--- config.mk ---
export PLATFORM = sky130hd
export DESIGN_NAME = seconds_to_calendar_unit
export DESIGN_NICKNAME = d
export VERILOG_FILES = /design/src/rtl/stc_pkg.sv /design/src/rtl/seconds_to_calendar_unit.sv
export SDC_FILE = /design/constraint.sdc
export NUM_CORES = 1
export LEC_CHECK = 0
export BUFFER_PORTS_ARGS = -buffer_cell sky130_fd_sc_hd__clkbuf_2
export CORE_ASPECT_RATIO = 2
export CORE_MARGIN = 3
export CORE_UTILIZATION = 25
export CTS_CLUSTER_DIAMETER = 50
export DETAILED_ROUTE_END_ITERATION = 7
export SYNTH_ARGS = -nofsm -noshare
export SYNTH_HDL_FRONTEND = slang
export SYNTH_SLANG_ARGS = --single-unit
export TNS_END_PERCENT = 20
--- constraint.sdc ---
create_clock -name clk -period 11.3 [get_ports clk]
set_input_delay 0 -clock clk [delete_from_list [all_inputs] [get_ports clk]]
set_output_delay 0 -clock clk [all_outputs]
set_load 0.02 [all_outputs]
--- src/rtl/stc_pkg.sv ---
// ----------------------------------------------------------------------------
// stc_pkg
// Constants and calendar helpers shared by the seconds-to-calendar unit.
// ----------------------------------------------------------------------------
`default_nettype none

package stc_pkg;

	localparam int unsigned IN_W    = 32;
	localparam int unsigned DAYS_W  = 16;
	localparam int unsigned YEAR_W  = 8;
	localparam int unsigned MONTH_W = 4;
	localparam int unsigned DAY_W   = 5;
	localparam int unsigned SEC_W   = 6;
	localparam int unsigned HOUR_W  = 5;
	localparam int unsigned ALU_W   = 16;

	localparam logic [IN_W-1:0]   DIV60_MAGIC    = 32'h8888_8889;
	localparam logic [IN_W-1:0]   DIV24_MAGIC    = 32'hAAAA_AAAB;
	localparam int unsigned       DIV60_SHIFT    = 37;
	localparam int unsigned       DIV24_SHIFT    = 36;
	localparam logic [ALU_W-1:0]  YEAR_DAYS      = 16'd365;
	localparam logic [ALU_W-1:0]  LEAP_YEAR_DAYS = 16'd366;
	localparam logic [ALU_W-1:0]  QUAD_DAYS      = 16'd1461;
	localparam logic [ALU_W-1:0]  QUAD_DAYS_NOLEAP = 16'd1460;
	localparam logic [YEAR_W-1:0] CENTURY_OFF    = 8'd100;
	localparam logic [MONTH_W-1:0] MONTH_FEB     = 4'd1;
	localparam logic [MONTH_W-1:0] MONTH_DEC     = 4'd11;

	function automatic logic is_leap(input logic [YEAR_W-1:0] yoff);
		is_leap = (yoff[1:0] == 2'b00) && (yoff != CENTURY_OFF);
	endfunction

	function automatic logic [ALU_W-1:0] month_len(input logic [MONTH_W-1:0] m,
			input logic leap);
		logic [ALU_W-1:0] len;
		unique case (m)
			4'd0:    len = 16'd31;
			4'd1:    len = leap ? 16'd29 : 16'd28;
			4'd2:    len = 16'd31;
			4'd3:    len = 16'd30;
			4'd4:    len = 16'd31;
			4'd5:    len = 16'd30;
			4'd6:    len = 16'd31;
			4'd7:    len = 16'd31;
			4'd8:    len = 16'd30;
			4'd9:    len = 16'd31;
			4'd10:   len = 16'd30;
			default: len = 16'd31;
		endcase
		month_len = len;
	endfunction

endpackage

`default_nettype wire

--- src/rtl/seconds_to_calendar_unit.sv ---
// ----------------------------------------------------------------------------
// seconds_to_calendar_unit
// Converts seconds since 2000-01-01 00:00:00 into time of day and a
// Gregorian date with a shared reciprocal multiplier and one shared 16-bit
// subtract/compare unit.
// ----------------------------------------------------------------------------
// Sequence: reciprocal division (/60, /60, /24), then four-year block steps,
// single-year steps and month steps, then a load of the output register.
// Handshake: a new item is taken only once the last has loaded the output
// register; in_ready is high only between items. The output register lets
// the next item enter while a result waits.
// Reset: arst_n clears the sequencer and out_valid; data registers hold.
`default_nettype none

module seconds_to_calendar_unit
	import stc_pkg::*;
(
	input  wire logic                clk,
	input  wire logic                arst_n,
	input  wire logic                in_valid,
	output      logic                in_ready,
	input  wire logic [IN_W-1:0]     seconds_since_base,
	output      logic                out_valid,
	input  wire logic                out_ready,
	output      logic [SEC_W-1:0]    second_of_minute,
	output      logic [SEC_W-1:0]    minute_of_hour,
	output      logic [HOUR_W-1:0]   hour_of_day,
	output      logic [YEAR_W-1:0]   year_offset,
	output      logic [MONTH_W-1:0]  month_number,
	output      logic [DAY_W-1:0]    day_of_month
);

	localparam logic [2:0] S_IDLE = 3'd0;
	localparam logic [2:0] S_DIV  = 3'd1;
	localparam logic [2:0] S_YR4  = 3'd2;
	localparam logic [2:0] S_YR1  = 3'd3;
	localparam logic [2:0] S_MON  = 3'd4;
	localparam logic [2:0] S_DONE = 3'd5;

	localparam logic [1:0] PH_SEC  = 2'd0;
	localparam logic [1:0] PH_MIN  = 2'd1;
	localparam logic [1:0] PH_HOUR = 2'd2;

	logic [2:0]         state_q;
	logic [1:0]         ph_q;
	logic [IN_W-1:0]    work_q;
	logic [SEC_W-1:0]   sec_q;
	logic [SEC_W-1:0]   min_q;
	logic [HOUR_W-1:0]  hour_q;
	logic [DAYS_W-1:0]  days_q;
	logic [YEAR_W-1:0]  year_q;
	logic [MONTH_W-1:0] mon_q;
	logic               out_valid_q;

	logic [SEC_W-1:0]   sec_o_q;
	logic [SEC_W-1:0]   min_o_q;
	logic [HOUR_W-1:0]  hour_o_q;
	logic [YEAR_W-1:0]  year_o_q;
	logic [MONTH_W-1:0] mon_o_q;
	logic [DAY_W-1:0]   day_o_q;

	logic [IN_W-1:0]    magic;
	logic [2*IN_W-1:0]  prod;
	logic [IN_W-1:0]    quo;
	logic [SEC_W-1:0]   rem60;
	logic [HOUR_W-1:0]  rem24;
	logic [ALU_W-1:0]   op_a;
	logic [ALU_W-1:0]   op_b;
	logic [ALU_W:0]     diff;
	logic               borrow;
	logic               leap;
	logic               load_out;

	assign leap  = is_leap(year_q);

	assign magic = (ph_q == PH_HOUR) ? DIV24_MAGIC : DIV60_MAGIC;
	assign prod  = {{IN_W{1'b0}}, work_q} * {{IN_W{1'b0}}, magic};
	assign quo   = (ph_q == PH_HOUR) ? IN_W'(prod >> DIV24_SHIFT)
		: IN_W'(prod >> DIV60_SHIFT);
	assign rem60 = work_q[SEC_W-1:0] + {quo[3:0], 2'b00};
	assign rem24 = work_q[HOUR_W-1:0] + {quo[1:0], 3'b000};

	always_comb begin
		op_a = days_q;
		op_b = month_len(mon_q, leap);
		unique case (state_q)
			S_YR4: begin
				op_b = (year_q == CENTURY_OFF) ? QUAD_DAYS_NOLEAP : QUAD_DAYS;
			end
			S_YR1: begin
				op_b = leap ? LEAP_YEAR_DAYS : YEAR_DAYS;
			end
			default: begin
				op_b = month_len(mon_q, leap);
			end
		endcase
	end

	assign diff    = {1'b0, op_a} - {1'b0, op_b};
	assign borrow  = diff[ALU_W];

	assign load_out = (state_q == S_DONE) && (!out_valid_q || out_ready);

	always_ff @(posedge clk or negedge arst_n) begin
		if (!arst_n) begin
			state_q <= S_IDLE;
			ph_q    <= PH_SEC;
		end else begin
			unique case (state_q)
				S_IDLE: begin
					if (in_valid) begin
						state_q <= S_DIV;
						ph_q    <= PH_SEC;
					end
				end
				S_DIV: begin
					unique case (ph_q)
						PH_SEC: begin
							ph_q <= PH_MIN;
						end
						PH_MIN: begin
							ph_q <= PH_HOUR;
						end
						default: begin
							state_q <= S_YR4;
						end
					endcase
				end
				S_YR4: begin
					if (borrow) state_q <= S_YR1;
				end
				S_YR1: begin
					if (borrow) state_q <= S_MON;
				end
				S_MON: begin
					if (borrow || (mon_q == MONTH_DEC)) state_q <= S_DONE;
				end
				default: begin
					if (load_out) state_q <= S_IDLE;
				end
			endcase
		end
	end

	always_ff @(posedge clk) begin
		unique case (state_q)
			S_IDLE: begin
				work_q <= seconds_since_base;
			end
			S_DIV: begin
				work_q <= quo;
				unique case (ph_q)
					PH_SEC: begin
						sec_q <= rem60;
					end
					PH_MIN: begin
						min_q <= rem60;
					end
					default: begin
						hour_q <= rem24;
						days_q <= quo[DAYS_W-1:0];
						year_q <= '0;
						mon_q  <= '0;
					end
				endcase
			end
			S_YR4: begin
				if (!borrow) begin
					days_q <= diff[DAYS_W-1:0];
					year_q <= year_q + 8'd4;
				end
			end
			S_YR1: begin
				if (!borrow) begin
					days_q <= diff[DAYS_W-1:0];
					year_q <= year_q + 8'd1;
				end
			end
			S_MON: begin
				if (!borrow && (mon_q != MONTH_DEC)) begin
					days_q <= diff[DAYS_W-1:0];
					mon_q  <= mon_q + 4'd1;
				end
			end
			default: begin
			end
		endcase
	end

	always_ff @(posedge clk or negedge arst_n) begin
		if (!arst_n) begin
			out_valid_q <= 1'b0;
		end else if (load_out) begin
			out_valid_q <= 1'b1;
		end else if (out_ready) begin
			out_valid_q <= 1'b0;
		end
	end

	always_ff @(posedge clk) begin
		if (load_out) begin
			sec_o_q  <= sec_q;
			min_o_q  <= min_q;
			hour_o_q <= hour_q;
			year_o_q <= year_q;
			mon_o_q  <= mon_q + 4'd1;
			day_o_q  <= days_q[DAY_W-1:0] + 5'd1;
		end
	end

	assign in_ready         = (state_q == S_IDLE);
	assign out_valid        = out_valid_q;
	assign second_of_minute = sec_o_q;
	assign minute_of_hour   = min_o_q;
	assign hour_of_day      = hour_o_q;
	assign year_offset      = year_o_q;
	assign month_number     = mon_o_q;
	assign day_of_month     = day_o_q;

	a_busy_after_accept: assert property (@(posedge clk) disable iff (!arst_n)
		(in_valid && in_ready) |=> !in_ready)
		else $error("unit ready right after accepting an item");

	a_rem_below_divisor: assert property (@(posedge clk) disable iff (!arst_n)
		(state_q == S_DIV) |-> ((ph_q == PH_HOUR) ? (rem24 < 5'd24) : (rem60 < 6'd60)))
		else $error("division remainder out of range");

	a_time_range: assert property (@(posedge clk) disable iff (!arst_n)
		out_valid |-> (second_of_minute < 6'd60) && (minute_of_hour < 6'd60)
			&& (hour_of_day < 5'd24))
		else $error("time of day out of range");

	a_date_range: assert property (@(posedge clk) disable iff (!arst_n)
		out_valid |-> (month_number >= 4'd1) && (month_number <= 4'd12)
			&& (day_of_month >= 5'd1) && (year_offset <= 8'd136))
		else $error("date out of range");

endmodule

`default_nettype wire

==> summary.txt <==
CP Data Required Time = 11,470 ps
Type of the worst min-delay path = primary input to register
Final critical-path share of the clock period = 89.8%
Number of violations of the max-capacitance limit = 0
Worst-case clock buffer depth = 2
Boundary pin count = 72
Post-synthesis instance area = 24,100 um^2
Unrepaired setup endpoints after global routing = false
Vias/cell = 4.80
Area taken by multi-input logic gates = 18,000 um^2
Placeable core region = 95,300 um^2
Hold Path Stages = 3
Max stage delay cell, worst path = nor2b_4
Fill count = 10.1k
CTS HTree Levels = 4
Pin count of the biggest net entering global routing = 55
Dpl cells = 3,654
Area taken by flip-flops and latches = 3480 um^2
Horizontal die dimension = 226 um
First-pass GRT wire length = 133 mm
Violated checks = hold timing
Worst EP arrival = 10,330 ps
Port buffer count = 71
Fmax achieved = 98.5 MHz
Most used cells in the layout excluding fill and tap cells = inv_1, fa_1, ha_1
Start-to-end type of the worst setup path = register to register
Final number of hold-violating endpoints = 1
P&R area growth vs syn = 11.1%
Time the final worst path needs with I/O delays and setup = 10,150 ps
Number of unique standard cell types used by synthesis = 78
WP depth = 29
Worst Max-Slew Pin Slew = 1100 ps
Share of async-settable or async-resettable flops after synthesis = 5.13%
Number of routed nets with antenna violations = 0
Max-slew violation count = 0
Final clock skew = 14.7 ps
EDFF count, synth = 111
Final weighted congestion in routability-driven placement = 1.08
Clk sinks = 117
Initial antenna violation count = 2
Combined buffer and inverter count along the critical path = 5
Post-route DRC violation count = 0
Post_cts resized = 0
CTS tree = yes
Synth Area in Compound Gates = 8.48%
Vias in the first global route = 20.3k
Number of buffers inserted to repair setup after CTS = 0
Number of DRC markers after the initial detailed-route iteration = 1,032
Yosys synthesis warning count = 0
Total of endpoints with negative setup slack in the final report = 0
GR Util All Layers = 18.8%
Kind of cell adding the most delay to the critical path = adder cells
WL per Instance = 24.8 um
Instance count of the mapped netlist = 2,402
Area share of xor/xnor cells in the synthesized design = 2.73%
Most common library cell in the layout ignoring fill and taps = inv_1
Sum of overflow across all layers after global routing = 0
Placed Area = 25,800 um^2
Final standard cell count with taps included and fillers excluded = 3,722
Count of standard-cell rows = 160
Die Outline Area = 100,000 um^2
Seq/Total Area, Yosys = 14.5%
Wire length after detailed routing = 92.3 mm
Total clock buffers created by CTS = 17
Post-synthesis adder-cell area fraction = 54.8%
WHS = -1.58 ps
Worst reg-to-reg path cell count = 29
Worst path max stage delay = 750 ps
Clk Latency, worst-skew pair = 440 ps
Crit Path Max Fanout = 21
HPWL after detailed placement = 79.7 mm
Accumulated negative setup slack = 0 ps
Simple-gate area share of the yosys netlist = 7.69%
Synthesized area per cell = 10.0 um^2
Net count, final = 3,336
Final cell area excluding filler cells = 26,800 um^2
Main combinational cell family by area after synthesis = adder cells
Number of optimization iterations in the first detailed-route pass = 6
Run status = finished with violations
Crit end category = register
Mux contribution to synthesized area = 0.826%
Cell mode on critical path = fa_1
Clock-pin slew on the worst setup and hold paths = 70 ps
Post-synthesis sequential element count = 117
Worst-case headroom to the max-slew limit = 26.3%
Vias = 17.9k
Die outline height = 445 um
Net count of the mapped netlist = 3,246
Initial Util = 25.3%
CP startpoint kind = register
Clock root buffer = clkbuf_16
Fraction of layout instances using a drive strength above 1 = 5.55%
Predominant post-synthesis flop cell = edfxtp_1
routing by layer:
metal | vias to the layer above | GRT usage [%] | wire (um)
li1 | 7915 | - | -
met1 | 8887 | 16.2 | 27600
met2 | 688 | 34.7 | 48100
met3 | 378 | 2.98 | 3910
met4 | 0 | 19.9 | 12800
met5 | - | 0 | 0
area by class of cell:
type                       count  area share (%)
multi-input combinational   1597            67.1
sequential                   117            13.0
inverter                     645            9.04
tap                         1215            5.68
timing repair buffer         114            2.85
clock buffer                  17            1.59
clock inverter                15           0.668
antenna                        2          0.0187
logic make-up after synthesis:
kind of cell | Yosys count
adders and majority gates | 808
buffers and inverters | 688
and+or+nand+nor | 377
AOI/OAI and AO/OA | 318
DFF | 117
xor gates and xnor gates | 75
muxes | 19
flip-flops by register name, indices dropped and copies added (netlist names), 4 cells and up:
register	count
days_q	16
work_q	32
mon_q	4
month_number	4
sec_q	6
year_offset	8
second_of_minute	6
hour_of_day	5
minute_of_hour	6
min_q	6
day_of_month	5
hour_q	5
year_q	8
worst min-delay path, delay by kind of cell:
| kind | cells | cell delay, ps |
|---|---|---|
| simple gates | 1 | 100 |
| buf+inv | 1 | 140 |
| compound gates | 1 | 80 |
synthesized netlist by cell type (all sizes together), types with 4 or more instances:
cell type	count	area [um^2]
a211oi	14	105
a21o	27	206
edfxtp	111	3330
and4	5	46.3
inv	644	2420
nand3	29	145
xnor2	51	447
or4	6	45.0
and3	14	87.6
dfrtp	6	150
and2	17	109
nor3	20	100
nand2b	14	87.6
a22o	4	35.0
mux2i	15	154
nor2	76	285
nor4	10	62.6
nor2b	12	82.6
ha	395	4940
nand4	20	125
o211ai	15	113
xor2	24	210
clkbuf	34	178
o21ai	72	360
o21a	4	30.0
a31oi	17	106
a21oi	88	440
or2	5	31.3
a22oi	11	82.6
fa	413	8270
nand2	129	487
o31ai	8	60.1
a21boi	5	37.5
or3	10	62.6
mux2	4	45.0
buf	8	41.3
a211o	4	35.0
o21bai	11	82.6
a311oi	4	41.3
final timing paths:
check / startpoint / to / slack, ps
worst max-delay path: ph_q[1] / min_q[5] / 1150
worst min-delay path: seconds_since_base[10] / work_q[10] / -2
worst max register to register: ph_q[1] / min_q[5] / 1150
worst min register to register: sec_q[1] / second_of_minute[1] / 420
max in group asynchronous: arst_n / state_q[1] / 10530
min in group asynchronous: arst_n / ph_q[0] / 530
repair_timing:
item,4_1_cts,5_1_grt
setup endpoints to repair,0,0
hold buffers,34,0
endpoints found under the hold margin,39,0
through the flow:
step | setup WS [ps] | util [%] | hold slack, ps
floorplan | 3060 | - | -296
detailed placement | 1210 | 27.1 | -153
global placement | 1340 | 27.1 | -154
CTS | 1160 | 28.1 | 15.4
global route | 641 | 28.1 | 74.6
finish | 1150 | 28.1 | -1.58
Power is left out: the tool's default activity adds up to more than one toggle a clock period on the data nets, which glitch-free logic cannot reach.
